**src/rtl/skat_pkg.sv**
```systemverilog
package skat_pkg;

  localparam int unsigned KeyW    = 37;
  localparam int unsigned AmtW    = 32;
  localparam int unsigned DeltaW  = AmtW + 1;
  localparam int unsigned OpCntW  = 16;
  localparam int unsigned OutBalW = 48;
  localparam int unsigned TotalW  = 7;

  localparam int unsigned InDataW  = 112;
  localparam int unsigned OutDataW = 112;

  typedef enum logic [1:0] {
    CMD_WITHDRAW = 2'd0,
    CMD_DEPOSIT  = 2'd1,
    CMD_TRANSFER = 2'd2,
    CMD_POP      = 2'd3
  } cmd_e;

  typedef enum logic [1:0] {
    STATUS_OK    = 2'd0,
    STATUS_FULL  = 2'd1,
    STATUS_EMPTY = 2'd2
  } status_e;

  // operation applied to the cell row
  typedef enum logic [1:0] {
    CELL_HOLD   = 2'd0,
    CELL_UPSERT = 2'd1,
    CELL_POP    = 2'd2
  } cell_op_e;

  // broadcast to every cell
  typedef struct packed {
    cell_op_e                  op;
    logic [KeyW-1:0]           key;
    logic signed [DeltaW-1:0]  delta;
    logic                      ins_ok;  // key absent and room left
  } cell_ctrl_t;

endpackage

```
**src/rtl/skat_cell.sv**
```systemverilog
module skat_cell import skat_pkg::*; #(
  parameter int unsigned BAL_W = 48
) (
  input  logic                     clk_i,
  input  cell_ctrl_t               ctrl_i,
  input  logic                     occupied_i,
  input  logic                     left_lt_i,    // left neighbor key below op key
  input  logic [KeyW-1:0]          left_key_i,
  input  logic [BAL_W-1:0]         left_bal_i,
  input  logic [OpCntW-1:0]        left_cnt_i,
  input  logic [KeyW-1:0]          right_key_i,
  input  logic [BAL_W-1:0]         right_bal_i,
  input  logic [OpCntW-1:0]        right_cnt_i,
  output logic                     lt_o,
  output logic                     eq_o,
  output logic [KeyW-1:0]          key_o,
  output logic [BAL_W-1:0]         bal_o,
  output logic [OpCntW-1:0]        cnt_o
);

  localparam logic [BAL_W-1:0] BalMax = {1'b0, {(BAL_W-1){1'b1}}};
  localparam logic [BAL_W-1:0] BalMin = {1'b1, {(BAL_W-1){1'b0}}};

  logic [KeyW-1:0]   key_q, key_d;
  logic [BAL_W-1:0]  bal_q, bal_d;
  logic [OpCntW-1:0] cnt_q, cnt_d;

  logic signed [BAL_W:0] delta_ext;
  logic signed [BAL_W:0] sum;
  logic [BAL_W-1:0]      sat_bal;
  logic [BAL_W-1:0]      new_bal;

  assign lt_o = occupied_i && (key_q < ctrl_i.key);
  assign eq_o = occupied_i && (key_q == ctrl_i.key);

  assign delta_ext = (BAL_W+1)'(ctrl_i.delta);
  assign sum       = $signed({bal_q[BAL_W-1], bal_q}) + delta_ext;
  assign sat_bal   = (sum[BAL_W] != sum[BAL_W-1]) ? (sum[BAL_W] ? BalMin : BalMax)
                                                  : sum[BAL_W-1:0];
  assign new_bal   = BAL_W'(ctrl_i.delta);

  always_comb begin
    key_d = key_q;
    bal_d = bal_q;
    cnt_d = cnt_q;
    case (ctrl_i.op)
      CELL_UPSERT: begin
        if (eq_o) begin
          bal_d = sat_bal;
          if (cnt_q != '1) begin
            cnt_d = cnt_q + OpCntW'(1);
          end
        end else if (ctrl_i.ins_ok && !lt_o) begin
          if (left_lt_i) begin
            // insertion point
            key_d = ctrl_i.key;
            bal_d = new_bal;
            cnt_d = OpCntW'(1);
          end else begin
            key_d = left_key_i;
            bal_d = left_bal_i;
            cnt_d = left_cnt_i;
          end
        end
      end
      CELL_POP: begin
        key_d = right_key_i;
        bal_d = right_bal_i;
        cnt_d = right_cnt_i;
      end
      default: ;
    endcase
  end

  always_ff @(posedge clk_i) begin
    key_q <= key_d;
    bal_q <= bal_d;
    cnt_q <= cnt_d;
  end

  assign key_o = key_q;
  assign bal_o = bal_q;
  assign cnt_o = cnt_q;

endmodule

```
**config.mk**
```make
export PLATFORM = sky130hd
export DESIGN_NAME = skat_cell
export DESIGN_NICKNAME = d
export VERILOG_FILES = /design/src/rtl/skat_pkg.sv /design/src/rtl/skat_cell.sv
export SDC_FILE = /design/constraint.sdc
export NUM_CORES = 1
export LEC_CHECK = 0
export BUFFER_PORTS_ARGS = -buffer_cell sky130_fd_sc_hd__clkbuf_2
export CORE_MARGIN = 2
export CORE_UTILIZATION = 28
export DETAILED_ROUTE_END_ITERATION = 16
export SYNTH_ARGS = -nofsm -noshare
export SYNTH_HDL_FRONTEND = slang
export SYNTH_SLANG_ARGS = --single-unit
export TNS_END_PERCENT = 100
```
**constraint.sdc**
```tcl
create_clock -name clk_i -period 8.2 [get_ports clk_i]
set_clock_uncertainty 0.1 [all_clocks]
set_input_delay 0 -clock clk_i [delete_from_list [all_inputs] [get_ports clk_i]]
set_output_delay 0 -clock clk_i [all_outputs]
set_load 0.01 [all_outputs]
```
After elaboration in Yosys (flattened, before gate mapping)
Cells that the tools add are included.
- add/subtract/negate cells: 2
- magnitude comparators: 1
- eq/ne operators: 9
- multiplexer cells: 15
- reduce and logical (&&, ||, !) cells: 8
- operators with widths (operator ; count):
    2-to-1 mux 48 bit ; 5
    2-to-1 mux 37 bit ; 3
    case mux 48 bit (2 select lines) ; 1
    case mux 37 bit (2 select lines) ; 1
    2-to-1 mux 16 bit ; 4
    adder 48 x 33 -> 49 bit ; 1
    equality test 37 bit ; 1
    < comparator 37 bit ; 1
    case mux 16 bit (2 select lines) ; 1
    adder 16 x 1 -> 16 bit, second input constant ; 1
    inequality test 16 bit, second input constant ; 1
    inequality test 3 bit, second input constant ; 2
    AND reduction 3 bit ; 2
    inequality test 2 bit, second input constant ; 2
    logical AND 1 bit ; 3
    equality test 2 x 1 -> 1 bit, second input constant ; 1
    equality test 2 bit, second input constant ; 1
    AND reduction 2 bit ; 1
    nonzero test 2 bit ; 1
    logical NOT 1 bit ; 1
    inequality test 1 bit ; 1
- register bits after elaboration: 101
- logic and storage cells: 38

Longest topological paths before layout
- depth in word-level cells: 7
- gate-level depth with buffers: 14
- mapped depth without buffers: 12

Least setup slack after synthesis
OpenSTA, ideal clock, no wires.
- kind: register to register
- from: register key_q[1], in the netlist key_o[1]
- to: register key_q[0], in the netlist key_o[0], enable pin
- arrival time: 4466 ps
- path slack: 3147 ps
- cell stages (with the launch flop): 11
- path buffers: 0
- period minus slack after synthesis: 5053 ps
- cells stage by stage: edfxtp_1 -> ha_1 -> nor2b_1 -> o21a_1 -> o21a_1 -> o21a_1 -> o21ai_0 -> a21boi_0 -> o31ai_1 -> a21bo_2 -> o31ai_1
- cells in the longest elaborated chain, start to end: 6
- elaborated cells on any way between the ends: 9
- those cells by class: order compare: 1; eq/ne: 3; reduce/logical: 5
- RTL lines (item ; RTL line ; source):
    start: declaration ; skat_cell.sv:24 ; logic [KeyW-1:0] key_q, key_d;
    start signal: assignment ; skat_cell.sv:76 ; key_q <= key_d;
    < comparator 37 bit ; skat_cell.sv:33 ; assign lt_o = occupied_i && (key_q < ctrl_i.key);
    logical AND 1 bit ; skat_cell.sv:33 ;
    logical NOT 1 bit ; skat_cell.sv:53 ; end else if (ctrl_i.ins_ok && !lt_o) begin
    logical AND 1 bit ; skat_cell.sv:53 ;
    inequality test 2 bit (no source line) ; -- ;
    AND reduction 3 bit (no source line) * ; -- ;
Every way passes the cells marked *; elsewhere a longest branch is shown, timed or not.
A chain may end at the register's enable or synchronous reset.

Worst setup path in the final report
- from: register bal_q[21], in the netlist bal_o[21]
- to: register bal_q[10], in the netlist bal_o[10] (data pin)
- cells in the longest elaborated chain, start to end: 5
- elaborated cells on any way between the ends: 6
- those cells by class: add/sub: 1; eq/ne: 1; mux: 4
- RTL lines (item ; RTL line ; source):
    start: declaration ; skat_cell.sv:25 ; logic [BAL_W-1:0] bal_q, bal_d;
    start signal: assignment ; skat_cell.sv:77 ; bal_q <= bal_d;
    adder 48 x 33 -> 49 bit * ; skat_cell.sv:37 ; assign sum = $signed({bal_q[BAL_W-1], bal_q}) + delta_ext;
    2-to-1 mux 48 bit / inequality test 1 bit (equally long branches) ; skat_cell.sv:38 ; assign sat_bal = (sum[BAL_W] != sum[BAL_W-1]) ? (sum[BAL_W] ? BalMin : BalMax)
    2-to-1 mux 48 bit * ; skat_cell.sv:38 ;
    2-to-1 mux 48 bit * ; skat_cell.sv:48 ; if (eq_o) begin
    case mux 48 bit (2 select lines) * ; skat_cell.sv:46 ; case (ctrl_i.op)
    net bal_d[10] ; skat_cell.sv:25 ;
Mark *: on every way through the listed nets, which the timed path passes. The rest lies on a longest branch.

==> results.tsv <==
stage	metric	value	unit
outcome	run_status	finished, final reports clean	
synthesis	synth_top_area_cell	edfxtp_1	
clocking	cts_root_buf	clkbuf_16	
global_route	grt_util_met2	0.323	
drt	drc	0	
synthesis	synth_most_common_cell	a21oi_1	
sta	finalCriticalPeriod	4.28	ns
power_and_ir_drop	p_clk_frac	0.230	
sta	rsz0062_at_grt	no	
finish	drive_gt1_frac	0.272	
sta	worst_pin_slew	0.937	ns
critical_path	reg2reg_depth	11	
finish	layout.nets	2062	
placement	dpl.hpwl	28.1	mm
floorplan	die_area	38400	µm²
synthesis	synthArstFlopShare	0	
power_and_ir_drop	p_seq_frac	0.343	
drt	ant_nets	0	
synthesis	syn_nets	1594	
clocking	cts.path.max_buffers	2	
synthesis	synth_edf_count	101	
finish	syn_to_final_growth	38.4	%
global_route	overflow	0	
global_route	top_usage_layer	met2	
clocking	insertion_delay	0.37	ns
global_route	grt_util_met3	0.0268	
run	maxCapViolations	0	
hold_path	min_path_cells	3	
critical_path	rr_startpoint	bal_o[21]$_DFFE_PP_	
placement	place_inst	2014	
floorplan	io_pins	381	
synthesis	syn_area	10300	µm²
synthesis	synth_top_area_share	0.294	
critical_path	crit_buf_inv	1	
critical_path	reg2reg_setup_slack	3.92	ns
global_route	use_met1	0.231	
synthesis	ys_types	67	
sta	setup_slack	3.92	ns
power_and_ir_drop	p_comb_frac	0.427	
critical_path	path_common_cell	nor3_4	
sta	finalHoldViolCount	0	
clocking	holdBufCountCts	138	
drt	drt_wl_total	36.4	mm
sta	tns	0	ns
critical_path	critPathTopFamily	compound AO/OA/AOI/OAI gates	
placement	dp_worst_setup_slack	3.91	ns
drt	drtPass1Iterations	5	
hold_path	hold_end	key_o[0]$_DFFE_PP_	
synthesis	synth_warnings	0	
clocking	cts_max_level	3	
floorplan	rows	70	
power_and_ir_drop	irDropWorstVdd	0.0000942	V
clocking	post_cts_buffers	0	
power_and_ir_drop	p_switching	720	µW
finish	n_fill_cell	3701	
floorplan	start_util	0.283	
clocking	clk_pin_slew_worst_paths	0.08	ns
drt	avgViaCountPerCell	5.02	
sta	slew_viol_final	0	
clocking	numCtsBuffers	9	
critical_path	path_cells	ha_1, nand4_1, nor3_2, o221ai_2, a21oi_4, nor3_4, nor3_4, a211oi_4, a221oi_4, buf_4, a21oi_1	
global_route	antenna_found_initial	3	
global_route	grt_pass1_wl	55.9	mm
sta	hold_ws	0.0315	ns
critical_path	r2r-end	bal_o[10]$_DFFE_PP_	
power_and_ir_drop	sw_frac_of_total	0.376	
critical_path	cp.required	8.19	ns
synthesis	yosys_most_used_dff	edfxtp_1	
floorplan	die_h	196	µm
sta	timing.fmax	234	MHz
critical_path	slowest_stage	a221oi_4	
synthesis	synthTopCellsByCount	a21oi_1, o21ai_0, nand2_1	
clocking	cts_tree	done	
hold_path	min_path_type	in -> reg	
synthesis	synth_seq_area_share	0.294	
placement	io_buffers	380	
drt	avgRoutedWirePerCell	16.8	µm
hold_path	worstHoldStart	left_key_i[0]	
power_and_ir_drop	leakage	0.00645	µW
synthesis	syn_inst	1227	
sta	slew_headroom	0.375	
synthesis	ys_seq_elements	101	
critical_path	slowest_delay	0.85	ns
synthesis	synth.area.top_cells	edfxtp_1, ha_1, a21oi_1	
floorplan	die_x	196	µm
critical_path	crit_path_start_kind	flip-flop	
drt	vias	10885	
finish	instances_no_fill	2170	
critical_path	worstPathArrival	4.26	ns
sta	finalSetupViolCount	0	
sta	finalCritPeriodShare	0.522	
floorplan	core	36400	µm²
drt	drtIter0Drc	646	
placement	gp_congestion	0.898	
clocking	post_cts_resize_count	0	
global_route	grt_usage	0.184	
critical_path	crit_path_end_kind	flip-flop	
global_route	grt_pass1_vias	10500	
global_route	grt_max_degree	75	
synthesis	syn_area_per_cell	8.41	µm²
critical_path	worst-setup-path-type	reg -> reg	
power_and_ir_drop	p_per_area	134	nW/µm²
clocking	numClockSinks	101	
critical_path	path_max_fanout	34	
power_and_ir_drop	intPower	1190	µW
placed cells by master, fill, tap and decap left out, drive strengths merged, types with 10 or more instances in the layout:
cell and n:
nand2 116, nor3 19, nor3b 16, nand2b 15, a211oi 10, xnor2 29
a21oi 203, buf 12, a21o 29, o211ai 14, nand4 19, dlygate4sd3 138
inv 79, o21ai 140, o21bai 14, nor2 42, mux2i 83, clkbuf 388
edfxtp 101, ha 88, xor2 20, nand3 28
through the flow:
stage          area, µm²  power [µW]  utilization
2_1_floorplan      10300        1170            -
3_3_place_gp       12600        1410        0.346
3_5_place_dp       12600        1420        0.346
4_1_cts            14300        1930        0.392
5_1_grt            14300        2040        0.392
6_report           14300        1910        0.392
power by group through the flow:
| stage | Clock, µW | Combinational [µW] | Sequential [µW] |
|---|---|---|---|
| 3_5_place_dp | 0 | 752 | 668 |
| 6_report | 440 | 818 | 656 |
| 2_1_floorplan | 0 | 484 | 683 |
| 3_3_place_gp | 0 | 745 | 666 |
| 5_1_grt | 474 | 908 | 662 |
| 4_1_cts | 453 | 818 | 657 |
flip-flops by register name, summed over array words and instances, names as in the netlist:
register,flops
bal_o,48
cnt_o,16
key_o,37
cell families (layout without fill, tap and decap cells):
kind of cell / count (synthesis) / in the layout / share of synthesized area
compound gates: 459 / 459 / 0.270
xor+xnor: 49 / 49 / 0.0416
simple gates: 296 / 296 / 0.143
fa+ha+maj: 89 / 89 / 0.109
buf+inv: 148 / 621 / 0.0603
flops: 101 / 101 / 0.294
mux: 85 / 85 / 0.0827
other cells: 0 / 2 / 0
worst register-to-register path, delay by kind of cell (launching register included):
kind,cells,cell delay (ns)
and+or+nand+nor,4,0.89
DFF,1,0.40
buffers and inverters,1,0.56
adders and majority gates,1,0.49
AOI/OAI and AO/OA,5,1.54
worst max-delay path by stage:
| stage | from | end | slack (ns) | cells after the start |
|---|---|---|---|---|
| final | bal_o[21]$_DFFE_PP_ | bal_o[10]$_DFFE_PP_ | 3.92 | 11 |
| after global routing | bal_o[25]$_DFFE_PP_ | bal_o[1]$_DFFE_PP_ | 3.60 | 11 |
| after CTS | bal_o[21]$_DFFE_PP_ | bal_o[10]$_DFFE_PP_ | 3.87 | 11 |
| after detailed placement | bal_o[21]$_DFFE_PP_ | bal_o[1]$_DFFE_PP_ | 3.91 | 11 |
| after global placement | bal_o[25]$_DFFE_PP_ | bal_o[6]$_DFFE_PP_ | 4.05 | 11 |
| after floorplan | key_o[1]$_DFFE_PP_ | key_o[0]$_DFFE_PP_ | 3.15 | 10 |
cell type report:
class / count / area, µm² / share of cell area
Antenna cell: 2 / 5.00 / 0.000351
Clock inverter: 7 / 57.6 / 0.00403
Clock buffer: 9 / 225 / 0.0158
Sequential cell: 101 / 3030 / 0.212
Inverter: 76 / 285 / 0.0200
Tap cell: 468 / 586 / 0.0410
Multi-Input combinational cell: 978 / 6720 / 0.470
Timing Repair Buffer: 529 / 3370 / 0.236
routing by layer:
layer	up-vias	part of all wire
met4	2	0.024
met3	52	0.047
met5	-	0.00030
met1	5037	0.44
li1	5469	-
met2	325	0.49
No activity file was read; power rests on OpenSTA's default activity.
